[config.mk]
export PLATFORM = sky130hd
export DESIGN_NAME = i2c_master_register_access_unit
export DESIGN_NICKNAME = d
export VERILOG_FILES = /design/src/i2cm_pkg.sv /design/src/i2c_master_register_access_unit.sv /design/src/i2cm_front.sv /design/src/i2cm_engine.sv
export SDC_FILE = /design/constraint.sdc
export NUM_CORES = 1
export LEC_CHECK = 0
export BUFFER_PORTS_ARGS = -buffer_cell sky130_fd_sc_hd__buf_4
export CORE_ASPECT_RATIO = 1.5
export CORE_UTILIZATION = 46
export DETAILED_ROUTE_END_ITERATION = 6
export MAX_ROUTING_LAYER = met4
export PLACE_DENSITY = 0.65
export SLEW_MARGIN = 10
export SYNTH_ARGS = -nofsm -noshare
export SYNTH_HDL_FRONTEND = slang
export SYNTH_SLANG_ARGS = --single-unit
[constraint.sdc]
create_clock -name clk -period 3 [get_ports clk]
set_clock_uncertainty 0.05 [all_clocks]
set_input_delay 0.6 -clock clk [delete_from_list [all_inputs] [get_ports clk]]
set_output_delay 0.6 -clock clk [all_outputs]
set_load 0.02 [all_outputs]
[src/i2cm_pkg.sv]
`default_nettype none

package i2cm_pkg;

    // Raw command codes on the input channel.
    localparam logic [1:0] CMD_TICK  = 2'd0;
    localparam logic [1:0] CMD_WRITE = 2'd1;
    localparam logic [1:0] CMD_READ  = 2'd2;

    localparam logic [2:0] BIT_MSB = 3'd7;

    // Classified operation, as it travels through the queue.
    typedef enum logic [1:0] {
        OP_TICK,
        OP_WRITE,
        OP_READ
    } op_t;

    typedef struct packed {
        op_t        op;
        logic [7:0] slave_addr;
        logic [7:0] reg_addr;
        logic [7:0] write_data;
        logic       sda_in;
    } item_t;

    typedef enum logic [3:0] {
        PH_IDLE,
        PH_START,
        PH_SEND_DEV,
        PH_ACK_DEV,
        PH_SEND_REG,
        PH_ACK_REG,
        PH_SEND_DATA,
        PH_ACK_DATA,
        PH_RS_PREP,
        PH_RSTART,
        PH_SEND_RDEV,
        PH_ACK_RDEV,
        PH_RECV,
        PH_MNACK,
        PH_STOP,
        PH_STOP_END
    } phase_t;

endpackage

`default_nettype wire

[src/i2c_master_register_access_unit.sv]
// A tick accepted is first written into the tick queue; the engine then pops it and registers its result.
// Throughput: one tick per clock cycle, sustained while the output side takes results.
// The tick queue (QUEUE_DEPTH entries) lets input and output stall independently.
// Reset (rst_n low, asynchronous): bus sequencer idle, queue empty, no result pending,
// NACK flag and last read byte cleared; scl, sda, busy and done regs are not reset.
`default_nettype none

module i2c_master_register_access_unit #(
    parameter int QUEUE_DEPTH = 2
) (
    input  wire logic       clk,
    input  wire logic       rst_n,
    input  wire logic       in_valid,
    output logic            in_ready,
    input  wire logic [1:0] command,
    input  wire logic [7:0] slave_addr,
    input  wire logic [7:0] reg_addr,
    input  wire logic [7:0] write_data,
    input  wire logic       sda_in,
    output logic            out_valid,
    input  wire logic       out_ready,
    output logic            scl_out,
    output logic            sda_out,
    output logic            busy_res,
    output logic            done_res,
    output logic            nack_seen,
    output logic [7:0]      read_data
);

    logic            q_valid;
    logic            q_pop;
    i2cm_pkg::item_t q_item;

    i2cm_front #(
        .DEPTH (QUEUE_DEPTH)
    ) u_front (
        .clk        (clk),
        .rst_n      (rst_n),
        .in_valid   (in_valid),
        .in_ready   (in_ready),
        .command    (command),
        .slave_addr (slave_addr),
        .reg_addr   (reg_addr),
        .write_data (write_data),
        .sda_in     (sda_in),
        .q_valid    (q_valid),
        .q_item     (q_item),
        .q_pop      (q_pop)
    );

    i2cm_engine u_engine (
        .clk       (clk),
        .rst_n     (rst_n),
        .q_valid   (q_valid),
        .q_item    (q_item),
        .q_pop     (q_pop),
        .out_valid (out_valid),
        .out_ready (out_ready),
        .scl_out   (scl_out),
        .sda_out   (sda_out),
        .busy_res  (busy_res),
        .done_res  (done_res),
        .nack_seen (nack_seen),
        .read_data (read_data)
    );

endmodule

`default_nettype wire

[src/i2cm_front.sv]
`default_nettype none

// Accepts ticks, classifies the command and holds them in a short queue.
module i2cm_front #(
    parameter int DEPTH = 2
) (
    input  wire logic          clk,
    input  wire logic          rst_n,
    input  wire logic          in_valid,
    output logic               in_ready,
    input  wire logic [1:0]    command,
    input  wire logic [7:0]    slave_addr,
    input  wire logic [7:0]    reg_addr,
    input  wire logic [7:0]    write_data,
    input  wire logic          sda_in,
    output logic               q_valid,
    output i2cm_pkg::item_t    q_item,
    input  wire logic          q_pop
);

    localparam int PW = (DEPTH > 1) ? $clog2(DEPTH) : 1;
    localparam int CW = $clog2(DEPTH + 1);

    i2cm_pkg::item_t mem_reg [DEPTH];
    logic [PW-1:0]   wr_ptr_reg, wr_ptr_next;
    logic [PW-1:0]   rd_ptr_reg, rd_ptr_next;
    logic [CW-1:0]   count_reg, count_next;
    i2cm_pkg::item_t in_item;
    logic            push;

    always_comb
    begin
        in_item.slave_addr = slave_addr;
        in_item.reg_addr   = reg_addr;
        in_item.write_data = write_data;
        in_item.sda_in     = sda_in;
        case (command)
            i2cm_pkg::CMD_WRITE: in_item.op = i2cm_pkg::OP_WRITE;
            i2cm_pkg::CMD_READ:  in_item.op = i2cm_pkg::OP_READ;
            default:             in_item.op = i2cm_pkg::OP_TICK;
        endcase
    end

    assign in_ready = (count_reg != CW'(DEPTH));
    assign push     = in_valid && in_ready;
    assign q_valid  = (count_reg != '0);
    assign q_item   = mem_reg[rd_ptr_reg];

    always_comb
    begin
        wr_ptr_next = wr_ptr_reg;
        rd_ptr_next = rd_ptr_reg;
        count_next  = count_reg;
        if (push)
        begin
            wr_ptr_next = (wr_ptr_reg == PW'(DEPTH - 1)) ? '0 : wr_ptr_reg + 1'b1;
        end
        if (q_pop)
        begin
            rd_ptr_next = (rd_ptr_reg == PW'(DEPTH - 1)) ? '0 : rd_ptr_reg + 1'b1;
        end
        if (push && !q_pop)
        begin
            count_next = count_reg + 1'b1;
        end
        else if (!push && q_pop)
        begin
            count_next = count_reg - 1'b1;
        end
    end

    always_ff @(posedge clk or negedge rst_n)
    begin
        if (!rst_n)
        begin
            wr_ptr_reg <= '0;
            rd_ptr_reg <= '0;
            count_reg  <= '0;
        end
        else
        begin
            wr_ptr_reg <= wr_ptr_next;
            rd_ptr_reg <= rd_ptr_next;
            count_reg  <= count_next;
        end
    end

    always_ff @(posedge clk)
    begin
        if (push)
        begin
            mem_reg[wr_ptr_reg] <= in_item;
        end
    end

endmodule

`default_nettype wire

[src/i2cm_engine.sv]
`default_nettype none

// Bus sequencer: takes one tick from the queue per cycle while the output slot is
// empty or being emptied, and registers the drive levels and status for that tick.
module i2cm_engine (
    input  wire logic              clk,
    input  wire logic              rst_n,
    input  wire logic              q_valid,
    input  wire i2cm_pkg::item_t   q_item,
    output logic                   q_pop,
    output logic                   out_valid,
    input  wire logic              out_ready,
    output logic                   scl_out,
    output logic                   sda_out,
    output logic                   busy_res,
    output logic                   done_res,
    output logic                   nack_seen,
    output logic [7:0]             read_data
);

    i2cm_pkg::phase_t phase_reg, phase_next, cur_ph;
    logic       half_reg, half_next;
    logic [2:0] bit_reg, bit_next;
    logic [7:0] shift_reg, shift_next;
    logic [7:0] slave_reg, slave_next;
    logic [7:0] regad_reg, regad_next;
    logic [7:0] data_reg, data_next;
    logic       is_read_reg, is_read_next;
    logic       nack_reg, nack_next;
    logic [7:0] last_read_reg, last_read_next;
    logic       out_valid_reg;
    logic       scl_reg, scl_next;
    logic       sda_reg, sda_next;
    logic       busy_reg, busy_next;
    logic       done_reg, done_next;
    logic [7:0] recv_byte;
    i2cm_pkg::phase_t send_follow;

    // A new tick is taken whenever the output slot is empty or being emptied.
    assign q_pop = q_valid && (!out_valid_reg || out_ready);

    always_comb
    begin
        phase_next     = phase_reg;
        half_next      = half_reg;
        bit_next       = bit_reg;
        shift_next     = shift_reg;
        slave_next     = slave_reg;
        regad_next     = regad_reg;
        data_next      = data_reg;
        is_read_next   = is_read_reg;
        nack_next      = nack_reg;
        last_read_next = last_read_reg;
        scl_next       = 1'b1;
        sda_next       = 1'b1;
        busy_next      = 1'b1;
        done_next      = 1'b0;
        recv_byte      = shift_reg;
        cur_ph         = phase_reg;
        send_follow    = i2cm_pkg::PH_IDLE;

        if (phase_reg == i2cm_pkg::PH_IDLE && q_item.op != i2cm_pkg::OP_TICK)
        begin
            slave_next   = q_item.slave_addr;
            regad_next   = q_item.reg_addr;
            data_next    = q_item.write_data;
            is_read_next = (q_item.op == i2cm_pkg::OP_READ);
            nack_next    = 1'b0;
            cur_ph       = i2cm_pkg::PH_START;
            half_next    = 1'b0;
            bit_next     = i2cm_pkg::BIT_MSB;
        end
        phase_next = cur_ph;

        case (cur_ph)
            i2cm_pkg::PH_SEND_DEV:  send_follow = i2cm_pkg::PH_ACK_DEV;
            i2cm_pkg::PH_SEND_REG:  send_follow = i2cm_pkg::PH_ACK_REG;
            i2cm_pkg::PH_SEND_DATA: send_follow = i2cm_pkg::PH_ACK_DATA;
            i2cm_pkg::PH_SEND_RDEV: send_follow = i2cm_pkg::PH_ACK_RDEV;
            i2cm_pkg::PH_RECV:      send_follow = i2cm_pkg::PH_MNACK;
            default:                send_follow = i2cm_pkg::PH_IDLE;
        endcase

        case (cur_ph)
            i2cm_pkg::PH_START,
            i2cm_pkg::PH_RSTART:
            begin
                scl_next = 1'b1;
                sda_next = !half_next;
                if (!half_next)
                begin
                    half_next = 1'b1;
                end
                else
                begin
                    half_next  = 1'b0;
                    bit_next   = i2cm_pkg::BIT_MSB;
                    if (cur_ph == i2cm_pkg::PH_START)
                    begin
                        phase_next = i2cm_pkg::PH_SEND_DEV;
                        shift_next = slave_next;
                    end
                    else
                    begin
                        phase_next = i2cm_pkg::PH_SEND_RDEV;
                        shift_next = slave_next | 8'h01;
                    end
                end
            end
            i2cm_pkg::PH_SEND_DEV,
            i2cm_pkg::PH_SEND_REG,
            i2cm_pkg::PH_SEND_DATA,
            i2cm_pkg::PH_SEND_RDEV,
            i2cm_pkg::PH_RECV:
            begin
                scl_next = half_next;
                if (cur_ph == i2cm_pkg::PH_RECV)
                begin
                    sda_next = 1'b1;
                    if (half_next && q_item.sda_in)
                    begin
                        recv_byte = shift_reg | (8'h01 << bit_next);
                    end
                    shift_next = recv_byte;
                    if (half_next && bit_next == '0)
                    begin
                        last_read_next = recv_byte;
                    end
                end
                else
                begin
                    sda_next = shift_reg[bit_next];
                end
                if (!half_next)
                begin
                    half_next = 1'b1;
                end
                else
                begin
                    half_next = 1'b0;
                    if (bit_next == '0)
                    begin
                        bit_next   = i2cm_pkg::BIT_MSB;
                        phase_next = send_follow;
                    end
                    else
                    begin
                        bit_next = bit_next - 1'b1;
                    end
                end
            end
            i2cm_pkg::PH_ACK_DEV,
            i2cm_pkg::PH_ACK_REG,
            i2cm_pkg::PH_ACK_DATA,
            i2cm_pkg::PH_ACK_RDEV:
            begin
                scl_next = half_next;
                sda_next = 1'b1;
                if (!half_next)
                begin
                    half_next = 1'b1;
                end
                else
                begin
                    if (q_item.sda_in)
                    begin
                        nack_next = 1'b1;
                    end
                    half_next = 1'b0;
                    if (cur_ph == i2cm_pkg::PH_ACK_DEV)
                    begin
                        phase_next = i2cm_pkg::PH_SEND_REG;
                        shift_next = regad_reg;
                        bit_next   = i2cm_pkg::BIT_MSB;
                    end
                    else if (cur_ph == i2cm_pkg::PH_ACK_REG)
                    begin
                        if (is_read_reg)
                        begin
                            phase_next = i2cm_pkg::PH_RS_PREP;
                        end
                        else
                        begin
                            phase_next = i2cm_pkg::PH_SEND_DATA;
                            shift_next = data_reg;
                            bit_next   = i2cm_pkg::BIT_MSB;
                        end
                    end
                    else if (cur_ph == i2cm_pkg::PH_ACK_DATA)
                    begin
                        phase_next = i2cm_pkg::PH_STOP;
                    end
                    else
                    begin
                        phase_next = i2cm_pkg::PH_RECV;
                        shift_next = '0;
                        bit_next   = i2cm_pkg::BIT_MSB;
                    end
                end
            end
            i2cm_pkg::PH_RS_PREP:
            begin
                scl_next   = 1'b0;
                sda_next   = 1'b1;
                phase_next = i2cm_pkg::PH_RSTART;
                half_next  = 1'b0;
            end
            i2cm_pkg::PH_MNACK,
            i2cm_pkg::PH_STOP:
            begin
                scl_next = half_next;
                sda_next = (cur_ph == i2cm_pkg::PH_MNACK);
                if (!half_next)
                begin
                    half_next = 1'b1;
                end
                else
                begin
                    half_next  = 1'b0;
                    phase_next = (cur_ph == i2cm_pkg::PH_MNACK) ? i2cm_pkg::PH_STOP
                                                                : i2cm_pkg::PH_STOP_END;
                end
            end
            i2cm_pkg::PH_STOP_END:
            begin
                scl_next   = 1'b1;
                sda_next   = 1'b1;
                done_next  = 1'b1;
                phase_next = i2cm_pkg::PH_IDLE;
                half_next  = 1'b0;
                bit_next   = i2cm_pkg::BIT_MSB;
            end
            default:
            begin
                phase_next = i2cm_pkg::PH_IDLE;
                half_next  = 1'b0;
                busy_next  = 1'b0;
            end
        endcase
    end

    always_ff @(posedge clk or negedge rst_n)
    begin
        if (!rst_n)
        begin
            phase_reg     <= i2cm_pkg::PH_IDLE;
            half_reg      <= 1'b0;
            bit_reg       <= i2cm_pkg::BIT_MSB;
            shift_reg     <= '0;
            slave_reg     <= '0;
            regad_reg     <= '0;
            data_reg      <= '0;
            is_read_reg   <= 1'b0;
            nack_reg      <= 1'b0;
            last_read_reg <= '0;
            out_valid_reg <= 1'b0;
        end
        else
        begin
            if (q_pop)
            begin
                phase_reg     <= phase_next;
                half_reg      <= half_next;
                bit_reg       <= bit_next;
                shift_reg     <= shift_next;
                slave_reg     <= slave_next;
                regad_reg     <= regad_next;
                data_reg      <= data_next;
                is_read_reg   <= is_read_next;
                nack_reg      <= nack_next;
                last_read_reg <= last_read_next;
                out_valid_reg <= 1'b1;
            end
            else if (out_ready)
            begin
                out_valid_reg <= 1'b0;
            end
        end
    end

    always_ff @(posedge clk)
    begin
        if (q_pop)
        begin
            scl_reg  <= scl_next;
            sda_reg  <= sda_next;
            busy_reg <= busy_next;
            done_reg <= done_next;
        end
    end

    // The sticky status only changes when no result is held or the held result is
    // consumed, so it can drive the output directly.
    assign out_valid = out_valid_reg;
    assign scl_out   = scl_reg;
    assign sda_out   = sda_reg;
    assign busy_res  = busy_reg;
    assign done_res  = done_reg;
    assign nack_seen = nack_reg;
    assign read_data = last_read_reg;

endmodule

`default_nettype wire

==> flow_summary.yaml <==
status:
  status: "completed"
sta:
  fin_setup_tns_ns: 0
  timing.final.crit_share_pct: 93.8
  fin_crit_ns: 2.81
  setup_viol: 0
  fmax_mhz: 355
  worst_slew_pin_slew_ns: 0.730
  hold_viol_final: 0
  drv_slew: 0
  max-slew-margin-rel_pct: 51.3
  rsz0062_at_grt: "no"
clock_network:
  cts_tree: "yes"
  clk_pin_slew_worst_paths_ns: 0.06
  hold_buffers: 0
  cts.sinks: 113
  insertion_delay_ns: 0.41
  h-tree-depth: 4
  clk_path_buf_depth: 2
  cts_buffers: 17
  postCtsResizedCells: 0
  cts_root_buf: "clkbuf_16"
  cts_setup_buffers: 0
logic_synthesis:
  netlist_area_mm2: 0.00530
  synth_cells: 460
  ys.flop_type: "edfxtp_1"
  synth.top_cell.area_share_pct: 32.9
  async_flop_share_pct: 48.7
  synth-edff-count: 58
  synth_area_leader_cell: "edfxtp_1"
  yosysUniqueCellTypes: 58
  synth_fa_ha_area_share_pct: 1.65
  syn_avg_cell_area_um2: 11.5
  synth-seq-cells: 113
  synth_simple_gate_area_share_pct: 12.7
  synth_xor_area_share_pct: 0.992
  synth_top_family_by_area: "compound AO/OA/AOI/OAI gates"
  synth_compound_area_share_pct: 16.8
  ys_seq_area_share_pct: 59.0
  yosys-mux-area-fraction_pct: 5.93
  synth_common_cells: "edfxtp_1 (58), dfrtp_1 (52), nand2_1 (46)"
  synth_most_common_cell: "edfxtp_1"
  synth_area_leaders: "edfxtp_1 (33%), dfrtp_1 (25%), mux2i_1 (5.3%), o21ai_0 (3.3%), nand2_1 (3.3%)"
  syn_nets: 498
  synth_warnings: 0
power_and_ir_drop:
  peakVddDrop_mv: 0.792
  leakage_nw: 2.68
  power.density_mw_per_mm2: 1140
  p_total_mw: 7.36
floorplanning:
  start_util_pct: 47.6
  core_region_area_mm2: 0.0111
  dieArea_mm2: 0.0120
  io_pins: 46
  die_w_um: 89.6
  die_h_um: 133
  num_rows: 47
worst_hold_path:
  hold_path_class: "in -> async"
worst_setup_path:
  critical_path.cell_chain: "nor3b_1 > nor3_2 > nor2_1 > ha_1 > nand2_1 > nor4_2 > buf_4 > mux2_2"
  path_max_fanout: 13
  slowest_stage: "edfxtp_1"
  crit_required_ns: 3.25
  end_kind: "flop"
  arrival_ns: 3.06
  path_class: "reg -> reg"
  slowest_delay_ns: 0.40
  worst_setup_path_start_kind: "flop"
detailed_routing:
  drtPass1Iterations: 5
  viasPerCell: 5.87
  drt_first_iter_violations: 231
  dr_total_vias: 3943
  wirelength_um: 12300
  drc_errors: 0
  wire_per_inst_um: 18.4
  drtAntennaViolNets: 0
global_route:
  antenna_found_initial: 0
  track_usage_pct: 23.4
  gr-total-overflow: 0
  grt_max_degree: 56
  grt_pass1_vias: 3768
  grt_pass1_wl_um: 19700
cells_and_area:
  post_route_cells_drive_above_1_share_pct: 22.7
  n_antenna_cell: 0
  largest_reg_flops: 54
  nets: 550
  area_growth_pct: 22.0
  nFillCells: 907
job:
  cap_violations: 0
place:
  hpwl_um: 8460
  io_buffers: 45
  gp_congestion: 0.972
-- layer usage --
layer | GRT usage, % | part of all wire (%)
met2 | 35.9 | 51
met3 | 6.57 | 5.1
met1 | 26.7 | 38
met4 | 14.1 | 5.4
met5 | - | 0
-- cells in the final DEF, fill, tap and decap left out, types with 11 or more instances in the layout --
| master | count |
|---|---|
| buf_4 | 65 |
| edfxtp_1 | 58 |
| dfrtp_1 | 52 |
| nand2_1 | 46 |
| o21ai_0 | 35 |
| mux2i_1 | 28 |
| nor2_1 | 24 |
| clkbuf_16 | 17 |
| o211ai_1 | 16 |
| a21oi_1 | 15 |
| a22oi_1 | 11 |
-- cell type report --
class	count	area, um2	share of cell area, %
repair buffers	65	488	7.55
multi-input cells	306	2020	31.3
flip-flops and latches	113	3120	48.3
clock inverters	12	155	2.40
well taps	147	184	2.85
clock buffers	20	457	7.07
inverters	9	33.8	0.523
-- report_power, final --
| part | switching, mW | total, mW | leakage (nW) | internal [mW] |
|---|---|---|---|---|
| Sequential | 0.299 | 2.49 | 1.23 | 2.19 |
| Combinational | 1.75 | 2.82 | 1.15 | 1.06 |
| Clock | 0.710 | 2.06 | 0.297 | 1.35 |
| Total | 2.76 | 7.36 | 2.68 | 4.61 |
-- cells by family after synthesis --
kind of cell	Yosys count
AO/OA/AOI/OAI	129
XOR/XNOR	6
adder cells (fa/ha/maj)	7
buffers and inverters	41
flip-flops	113
multiplexers	31
AND/OR/NAND/NOR	133
-- final timing paths --
| kind | slack (ns) | cells past startpoint | endpoint | from |
|---|---|---|---|---|
| setup / recovery | 0.19 | 8 | u_engine.read_data[4]$_DFFE_PN0P_ | u_front.mem_reg[1][25]$_DFFE_PP_ |
| hold / removal | 0.19 | 1 | u_front.wr_ptr_reg$_DFFE_PN0P_ | rst_n |
| setup reg to reg | 0.19 | 8 | u_engine.read_data[4]$_DFFE_PN0P_ | u_front.mem_reg[1][25]$_DFFE_PP_ |
| hold reg to reg | 0.43 | 2 | u_engine.regad_reg[5]$_DFFE_PN0P_ | u_engine.regad_reg[5]$_DFFE_PN0P_ |
| max in group asynchronous | 2.21 | 1 | u_engine.data_reg[2]$_DFFE_PN0P_ | rst_n |
| min in group clk | 0.32 | 1 | u_front.mem_reg[1][5]$_DFFE_PP_ | write_data[4] |
-- critical path, delay by kind of cell (launching register included) --
| kind | cells | cell delay [ns] |
|---|---|---|
| flops | 1 | 0.40 |
| buf+inv | 1 | 0.25 |
| mux | 1 | 0.34 |
| fa+ha+maj | 1 | 0.30 |
| simple gates | 5 | 1.35 |
-- stage by stage --
step	utilization (%)	instances	worst slack [ns]	hold slack (ns)	area (um2)
6_report	58.1	672	0.186	0.194	6460
5_1_grt	58.1	672	0.000727	0.233	6460
4_1_cts	58.1	672	0.184	0.219	6460
3_5_place_dp	52.6	640	0.192	0.421	5850
3_3_place_gp	52.6	640	0.264	0.415	5850
2_1_floorplan	-	460	0.0451	0.254	5300
No activity file was read; power rests on OpenSTA's default activity.
